--- src/design/smallest_unused_value_defines.svh ---
// ----------------------------------------------------------------------------
// Smallest unused value - assertion macros
// Shared concurrent assertion wrappers, clocked on aclk, held off in reset.
// ----------------------------------------------------------------------------
`ifndef SMALLEST_UNUSED_VALUE_DEFINES_SVH
`define SMALLEST_UNUSED_VALUE_DEFINES_SVH

// plain property checked every edge
`define SUV_ASSERT(label, prop, msg) \
    label: assert property (@(posedge aclk) disable iff (!aresetn) prop) \
        else $error(msg);

// antecedent now, consequent on the following edge
`define SUV_ASSERT_NEXT(label, ante, cons, msg) \
    label: assert property (@(posedge aclk) disable iff (!aresetn) (ante) |=> (cons)) \
        else $error(msg);

`endif

--- src/design/suv_pkg.sv ---
// ----------------------------------------------------------------------------
// Smallest unused value - package
// Fixed field widths and the controller state type.
// ----------------------------------------------------------------------------
`default_nettype none

package suv_pkg;

    localparam int COLOR_W     = 32;
    localparam int LB_W        = 16;
    localparam int FREE_W      = 17;
    localparam int SUM_W       = 18;
    localparam int IN_TDATA_W  = 32;
    localparam int OUT_TDATA_W = 24;

    typedef logic [LB_W-1:0]        lb_t;
    typedef logic [IN_TDATA_W-1:0]  in_tdata_t;
    typedef logic [OUT_TDATA_W-1:0] out_tdata_t;

    typedef enum logic [2:0] {
        ST_CLEAR,
        ST_IDLE,
        ST_MARK,
        ST_SCAN,
        ST_DRAIN,
        ST_DONE
    } suv_state_t;

endpackage

`default_nettype wire

--- src/design/smallest_unused_value.sv ---
// A beat with a colour in the window is read from the bitmap in ST_IDLE and
// written back in ST_MARK, with s_tready low; any other beat is taken in ST_IDLE.
// A last beat starts a scan of MAP_SIZE/32 rows (2 rows when MAP_SIZE < 64),
// then ST_DRAIN and ST_DONE, where the result beat is loaded; the scan also clears.
// Reset: synchronous, active low; afterwards a clearing pass of one row per
// cycle over every scan row runs with s_tready low.
// ----------------------------------------------------------------------------
// Smallest unused value
// Marks neighbour colours in a used-value bitmap and returns the first free one.
// ----------------------------------------------------------------------------
`default_nettype none
`include "smallest_unused_value_defines.svh"

module smallest_unused_value #(
    parameter int MAP_SIZE = 1024
) (
    input  wire                      aclk,
    input  wire                      aresetn,
    // config
    input  wire                      cfg_valid,
    output logic                     cfg_ready,
    input  wire  suv_pkg::lb_t       cfg_data,     // lower_bound
    // input stream
    input  wire                      s_tvalid,
    output logic                     s_tready,
    input  wire  suv_pkg::in_tdata_t s_tdata,      // [31:0] color_value
    input  wire  [0:0]               s_tuser,      // [0] has_value
    input  wire                      s_tlast,      // last_item
    // result stream
    output logic                     m_tvalid,
    input  wire                      m_tready,
    output suv_pkg::out_tdata_t      m_tdata,      // [16:0] free_value, rest zero
    output logic [0:0]               m_tuser       // [0] overflow
);
    import suv_pkg::*;

    localparam int WORD_W = (MAP_SIZE >= 64) ? 32 : MAP_SIZE / 2;
    localparam int ROWS   = MAP_SIZE / WORD_W;
    localparam int ROW_AW = $clog2(ROWS);
    localparam int BIT_AW = $clog2(WORD_W);
    localparam int MAP_AW = $clog2(MAP_SIZE);
    localparam int CNT_W  = MAP_AW + 1;

    typedef logic [WORD_W-1:0] word_t;
    typedef logic [ROW_AW-1:0] row_t;
    typedef logic [BIT_AW-1:0] bit_t;
    typedef logic [CNT_W-1:0]  cnt_t;

    // bitmap RAM
    word_t             mem [ROWS];
    word_t             mem_rdata_reg;
    logic              mem_we;
    logic              mem_re;
    row_t              mem_waddr;
    row_t              mem_raddr;
    word_t             mem_wdata;

    suv_state_t        state_reg, state_next;
    lb_t               lb_reg;
    cnt_t              count_reg, count_next;
    logic              ovf_reg, ovf_next;
    row_t              mark_row_reg, mark_row_next;
    bit_t              mark_bit_reg, mark_bit_next;
    logic              last_reg, last_next;
    row_t              scan_row_reg, scan_row_next;
    row_t              rd_row_reg;
    logic              chk_valid_reg;
    logic              found_reg;
    cnt_t              first_reg;
    logic              m_tvalid_reg, m_tvalid_next;
    logic [FREE_W-1:0] free_reg;
    logic              ovf_out_reg;

    logic              in_accept;
    logic              has_value;
    logic [COLOR_W-1:0] offset;
    logic              in_window;
    logic              out_load;
    bit_t              zero_idx;
    logic              word_has_zero;
    logic [SUM_W-1:0]  free_sum;

    assign cfg_ready = 1'b1;
    assign s_tready  = (state_reg == ST_IDLE);
    assign in_accept = s_tvalid && s_tready;
    assign has_value = s_tuser[0];

    assign offset    = s_tdata - COLOR_W'(lb_reg);
    assign in_window = has_value && !s_tdata[COLOR_W-1] && (s_tdata >= COLOR_W'(lb_reg))
                       && (offset[COLOR_W-1:MAP_AW] == '0);

    // first clear bit of the word just read
    always_comb begin
        zero_idx = '0;
        for (int i = WORD_W - 1; i >= 0; i--) begin
            if (!mem_rdata_reg[i]) begin
                zero_idx = BIT_AW'(i);
            end
        end
    end
    assign word_has_zero = (mem_rdata_reg != '1);

    assign free_sum = SUM_W'(lb_reg) + SUM_W'(first_reg);
    assign out_load = (state_reg == ST_DONE) && (!m_tvalid_reg || m_tready);

    always_comb begin
        state_next    = state_reg;
        count_next    = count_reg;
        ovf_next      = ovf_reg;
        mark_row_next = mark_row_reg;
        mark_bit_next = mark_bit_reg;
        last_next     = last_reg;
        scan_row_next = scan_row_reg;
        m_tvalid_next = m_tvalid_reg;
        mem_we        = 1'b0;
        mem_re        = 1'b0;
        mem_waddr     = scan_row_reg;
        mem_raddr     = scan_row_reg;
        mem_wdata     = '0;

        if (m_tvalid_reg && m_tready) begin
            m_tvalid_next = 1'b0;
        end

        case (state_reg)
            ST_CLEAR: begin
                mem_we        = 1'b1;
                scan_row_next = scan_row_reg + 1'b1;
                if (scan_row_reg == row_t'(ROWS - 1)) begin
                    state_next = ST_IDLE;
                end
            end
            ST_IDLE: begin
                if (in_accept) begin
                    if (has_value) begin
                        if (count_reg == cnt_t'(MAP_SIZE)) begin
                            ovf_next = 1'b1;
                        end else begin
                            count_next = count_reg + 1'b1;
                        end
                    end
                    mark_row_next = offset[MAP_AW-1:BIT_AW];
                    mark_bit_next = offset[BIT_AW-1:0];
                    last_next     = s_tlast;
                    if (in_window) begin
                        mem_re     = 1'b1;
                        mem_raddr  = offset[MAP_AW-1:BIT_AW];
                        state_next = ST_MARK;
                    end else if (s_tlast) begin
                        state_next = ST_SCAN;
                    end
                end
            end
            ST_MARK: begin
                mem_we     = 1'b1;
                mem_waddr  = mark_row_reg;
                mem_wdata  = mem_rdata_reg | (word_t'(1) << mark_bit_reg);
                state_next = last_reg ? ST_SCAN : ST_IDLE;
            end
            ST_SCAN: begin
                // read each row and zero it behind the read
                mem_re        = 1'b1;
                mem_we        = 1'b1;
                scan_row_next = scan_row_reg + 1'b1;
                if (scan_row_reg == row_t'(ROWS - 1)) begin
                    state_next = ST_DRAIN;
                end
            end
            ST_DRAIN: begin
                state_next = ST_DONE;
            end
            ST_DONE: begin
                if (out_load) begin
                    m_tvalid_next = 1'b1;
                    count_next    = '0;
                    ovf_next      = 1'b0;
                    state_next    = ST_IDLE;
                end
            end
            default: begin
                state_next = ST_IDLE;
            end
        endcase
    end

    always_ff @(posedge aclk) begin
        if (mem_we) begin
            mem[mem_waddr] <= mem_wdata;
        end
        if (mem_re) begin
            mem_rdata_reg <= mem[mem_raddr];
        end
    end

    always_ff @(posedge aclk) begin
        if (!aresetn) begin
            state_reg     <= ST_CLEAR;
            lb_reg        <= '0;
            count_reg     <= '0;
            ovf_reg       <= 1'b0;
            scan_row_reg  <= '0;
            chk_valid_reg <= 1'b0;
            found_reg     <= 1'b0;
            m_tvalid_reg  <= 1'b0;
        end else begin
            state_reg     <= state_next;
            count_reg     <= count_next;
            ovf_reg       <= ovf_next;
            scan_row_reg  <= scan_row_next;
            chk_valid_reg <= (state_reg == ST_SCAN);
            m_tvalid_reg  <= m_tvalid_next;
            if (cfg_valid && cfg_ready) begin
                lb_reg <= cfg_data;
            end
            if (state_reg == ST_IDLE) begin
                found_reg <= 1'b0;
            end else if (chk_valid_reg && !found_reg && word_has_zero) begin
                found_reg <= 1'b1;
            end
        end
    end

    always_ff @(posedge aclk) begin
        mark_row_reg <= mark_row_next;
        mark_bit_reg <= mark_bit_next;
        last_reg     <= last_next;
        rd_row_reg   <= scan_row_reg;
        if (state_reg == ST_IDLE) begin
            first_reg <= cnt_t'(MAP_SIZE);
        end else if (chk_valid_reg && !found_reg && word_has_zero) begin
            first_reg <= cnt_t'({rd_row_reg, zero_idx});
        end
        if (out_load) begin
            free_reg    <= free_sum[FREE_W-1:0];
            ovf_out_reg <= ovf_reg;
        end
    end

    assign m_tvalid = m_tvalid_reg;
    assign m_tdata  = OUT_TDATA_W'(free_reg);
    assign m_tuser  = ovf_out_reg;

    `SUV_ASSERT(a_no_accept_busy, (state_reg != ST_IDLE |-> !s_tready), "input taken while busy")
    `SUV_ASSERT(a_count_bound, (count_reg <= cnt_t'(MAP_SIZE)), "item count above map size")
    `SUV_ASSERT_NEXT(a_list_reset, out_load, (count_reg == '0 && !ovf_reg), "stale list state")

endmodule

`default_nettype wire
--- config.mk ---
export PLATFORM = sky130hd
export DESIGN_NAME = smallest_unused_value
export DESIGN_NICKNAME = d
export VERILOG_FILES = /design/src/design/suv_pkg.sv /design/src/design/smallest_unused_value.sv
export VERILOG_INCLUDE_DIRS = /design/src /design/src/design
export SDC_FILE = /design/constraint.sdc
export NUM_CORES = 2
export LEC_CHECK = 0
export ABC_CLOCK_PERIOD_IN_PS = 4490
export BUFFER_PORTS_ARGS = -buffer_cell sky130_fd_sc_hd__buf_4
export CORE_MARGIN = 1
export CORE_UTILIZATION = 40
export CTS_CLUSTER_DIAMETER = 200
export DETAILED_ROUTE_END_ITERATION = 12
export PLACE_DENSITY = 0.68
export SLEW_MARGIN = 20
export SYNTH_ARGS = -nofsm -noshare
export SYNTH_HDL_FRONTEND = slang
export SYNTH_SLANG_ARGS = --single-unit
--- constraint.sdc ---
create_clock -name aclk -period 4.49 [get_ports aclk]
set_clock_uncertainty 0.1 [all_clocks]
set_input_delay 0 -clock aclk [delete_from_list [all_inputs] [get_ports aclk]]
set_output_delay 0 -clock aclk [all_outputs]
set_load 0.02 [all_outputs]
==> impl_metrics.py <==
metrics = {
    "sta": {
        "maxSlewViolCount": 0,
        "setup_ws_ps": -237.3,
        "worst_pin_slew_ps": 1187,
        "hold_viol": 0,
        "finalCritPeriodShare_pct": 105.3,
        "fin_crit_ps": 4727,
        "rsz0062_at_grt": "true",
        "relSlewSlack_pct": 20.72,
        "max_freq_ghz": 0.2115,
        "finalSetupTns_ps": -5016,
        "setup_viol": 32,
    },
    "route": {
        "wirelength_um": 146600,
        "drt_iter0_drc": 4321,
        "wl_per_cell_um": 25.78,
        "ant_nets": 0,
        "drt-pass1-iter-count": 6,
        "vias_per_cell": 5.946,
        "drc_errors": 0,
        "vias": 33810,
    },
    "yosys": {
        "synth_common_cells": "edfxtp_1 (1,085), nand2_1 (584), a21oi_1 (328)",
        "synth.area.top_cells": "edfxtp_1 (70%), nand2_1 (4.7%), a21oi_1 (3.5%)",
        "synth_ff_type": "edfxtp_1",
        "synth_top_area_share_pct": 69.66,
        "ys_warn_count": 0,
        "synth_cell_types": 68,
        "synth-seq-cells": 1140,
        "yosysMostFrequentCell": "edfxtp_1",
        "async_reset_ff_share_pct": 0,
        "syn_area_per_cell_um2": 13.46,
        "synth_area_leader_cell": "edfxtp_1",
        "syn_inst": 3474,
        "syn_area_um2": 46770,
        "synth_edf_count": 1085,
        "ys_seq_area_share_pct": 72.01,
    },
    "grt": {
        "antenna_found_initial": 2,
        "grt_max_degree": 59,
        "grt_pass1_wl_um": 205600,
        "grt_pass1_vias": 32410,
        "track_usage_pct": 23.25,
        "gr-total-overflow": 0,
    },
    "hold_path": {
        "hold_class": "in -> reg",
    },
    "layout": {
        "largest_reg_flops": 1024,
        "fill_cells": 8956,
        "final_layout_size_suffix_gt1_share_pct": 26.65,
        "stdcell_area_um2": 61570,
        "syn2layout_area_growth_pct": 31.63,
        "post-route-util_pct": 53.05,
        "nets": 4157,
    },
    "clock_tree": {
        "cts-root-buf": "clkbuf_16",
        "cts_buffers": 111,
        "htreeDepth": 3,
        "cts_sinks": 1140,
        "clockBufferDepth": 3,
        "clkLatencyLatePin_ps": 710,
        "cts_tree": "done",
        "path_clk_slew_ps": 60,
    },
    "placement": {
        "place_congestion": 0.8944,
        "io_buffers": 74,
        "detailedPlacementHpwl_um": 78870,
        "place_ws_ps": -693.6,
        "dpl_cell_area_um2": 52480,
    },
    "die": {
        "core_area_um2": 116000,
        "initial_core_util_pct": 40.31,
        "die_y_um": 344.0,
        "die-area_um2": 118300,
        "num_rows": 125,
        "ios": 83,
        "chipWidth_um": 344.0,
    },
    "power": {
        "p_per_area_nw_per_um2": 386.8,
        "leakagePower_nw": 20.27,
        "ir_drop_mv": 0.3860,
        "power_w": 0.02381,
    },
    "worst_setup_path": {
        "slowest_delay_ps": 550,
        "worst_path_max_delay_cell": "a2111oi_1",
        "cp-start-kind": "flip-flop",
        "cpMostUsedCell": "buf_6",
        "path_max_fanout": 6,
        "path_cells": "inv_2 > ha_4 > buf_6 > a21oi_2 > o21ai_2 > or3_1 > o32a_1 > a311oi_1 > o2111a_1 > and3_4 > buf_6 > a21boi_4 > or2_4 > buf_12 > buf_6 > buf_4 > buf_4 > a2111oi_1 > nor4_2 > nand4_1 > nor3_2",
        "worstSetupEndpointType": "flip-flop",
        "crit_buf_inv": 7,
        "arrival_ps": 5060,
        "crit_required_ps": 4820,
        "worstSetupPathType": "reg -> reg",
        "critPathTopFamily": "compound AO/OA/AOI/OAI gates",
    },
    "run_status": {
        "status": "finished, violations left",
        "violations": "negative setup slack",
    },
    "flow_run": {
        "max_cap_violations": 0,
    },
}
[power breakdown]
group	internal, W	switching, W
sequential	0.0116	0.0000430
combinational	0.00136	0.00160
clock	0.00511	0.00407
total	0.0181	0.00571
[through the flow]
step,hold WS [ps],cells
2_1_floorplan,-1.131,3480
3_3_place_gp,91.89,5222
3_5_place_dp,91.91,5222
4_1_cts,0.6198,5601
5_1_grt,65.30,5686
6_report,51.28,5686
[final timing paths]
| path | start | end | slack (ps) | depth (start not counted) |
|---|---|---|---|---|
| max | lb_reg[14]$_SDFFE_PN0P_ | mem_rdata_reg[25]$_DFFE_PP_ | -240 | 21 |
| min | s_tdata[8] | mark_row_reg[3]$_DFFE_PP_ | 50 | 5 |
| max reg2reg | lb_reg[14]$_SDFFE_PN0P_ | mem_rdata_reg[25]$_DFFE_PP_ | -240 | 21 |
| min reg2reg | ovf_reg$_SDFFE_PN0P_ | m_tuser$_DFFE_PP_ | 350 | 0 |
[tightest hold or removal path: stages]
cell and delay (ps):
buf_4 90, ha_1 190, buf_4 140, xnor2_1 170
buf_4 160
[placed cells by master, fill, tap and decap left out, types with 23 or more instances in the layout]
cell type,n
clkbuf_1,23
a2111oi_1,24
a21oi_1,311
edfxtp_1,1085
buf_6,47
nor2_4,40
nor2_1,121
dlygate4sd3_1,86
buf_12,103
mux2i_1,65
nand3_1,90
clkinv_1,25
a22oi_1,52
clkinv_2,23
clkbuf_16,127
buf_4,421
a2111oi_2,59
inv_1,44
nand4_1,49
nor3_2,31
nor3b_1,119
a2111oi_4,34
a32oi_1,88
nand2_1,572
dfxtp_1,50
o21ai_0,29
nor3_1,27
[repair_timing]
item                                    in CTS  in global routing
resized for setup                          363                219
cloned                                      18                 15
hold buffers                                86                  0
endpoints found under the setup margin      32                 33
buffers inserted                            76                 86
pin swaps                                  126                104
endpoints found under the hold margin       54                  0
[cell families after synthesis]
group | Yosys count | share of synthesized area (%)
compound gates | 723 | 10.35
xor+xnor | 33 | 0.6179
fa+ha+maj | 33 | 0.9149
buf+inv | 288 | 2.595
flops | 1140 | 72.01
mux | 76 | 1.637
other cells | 2 | 0.01606
simple gates | 1179 | 11.86
[routing by layer]
metal / routed length, um / global-route usage (%)
met5: 13 / 0
met2: 69500 / 37.99
met4: 5945 / 8.315
met3: 16110 / 4.078
met1: 55020 / 31.19
[area by class of cell]
type / instances / area [um2] / share of cell area (%)
Inverter: 50 / 187.7 / 0.3048
Tap cell: 1524 / 1907 / 3.097
Antenna cell: 1 / 2.502 / 0.004064
Clock inverter: 67 / 624.3 / 1.014
Clock buffer: 138 / 2924 / 4.749
Timing Repair Buffer: 714 / 7909 / 12.85
Sequential cell: 1140 / 33690 / 54.72
Multi-Input combinational cell: 2052 / 14330 / 23.27
No activity file was read; power rests on OpenSTA's default activity.
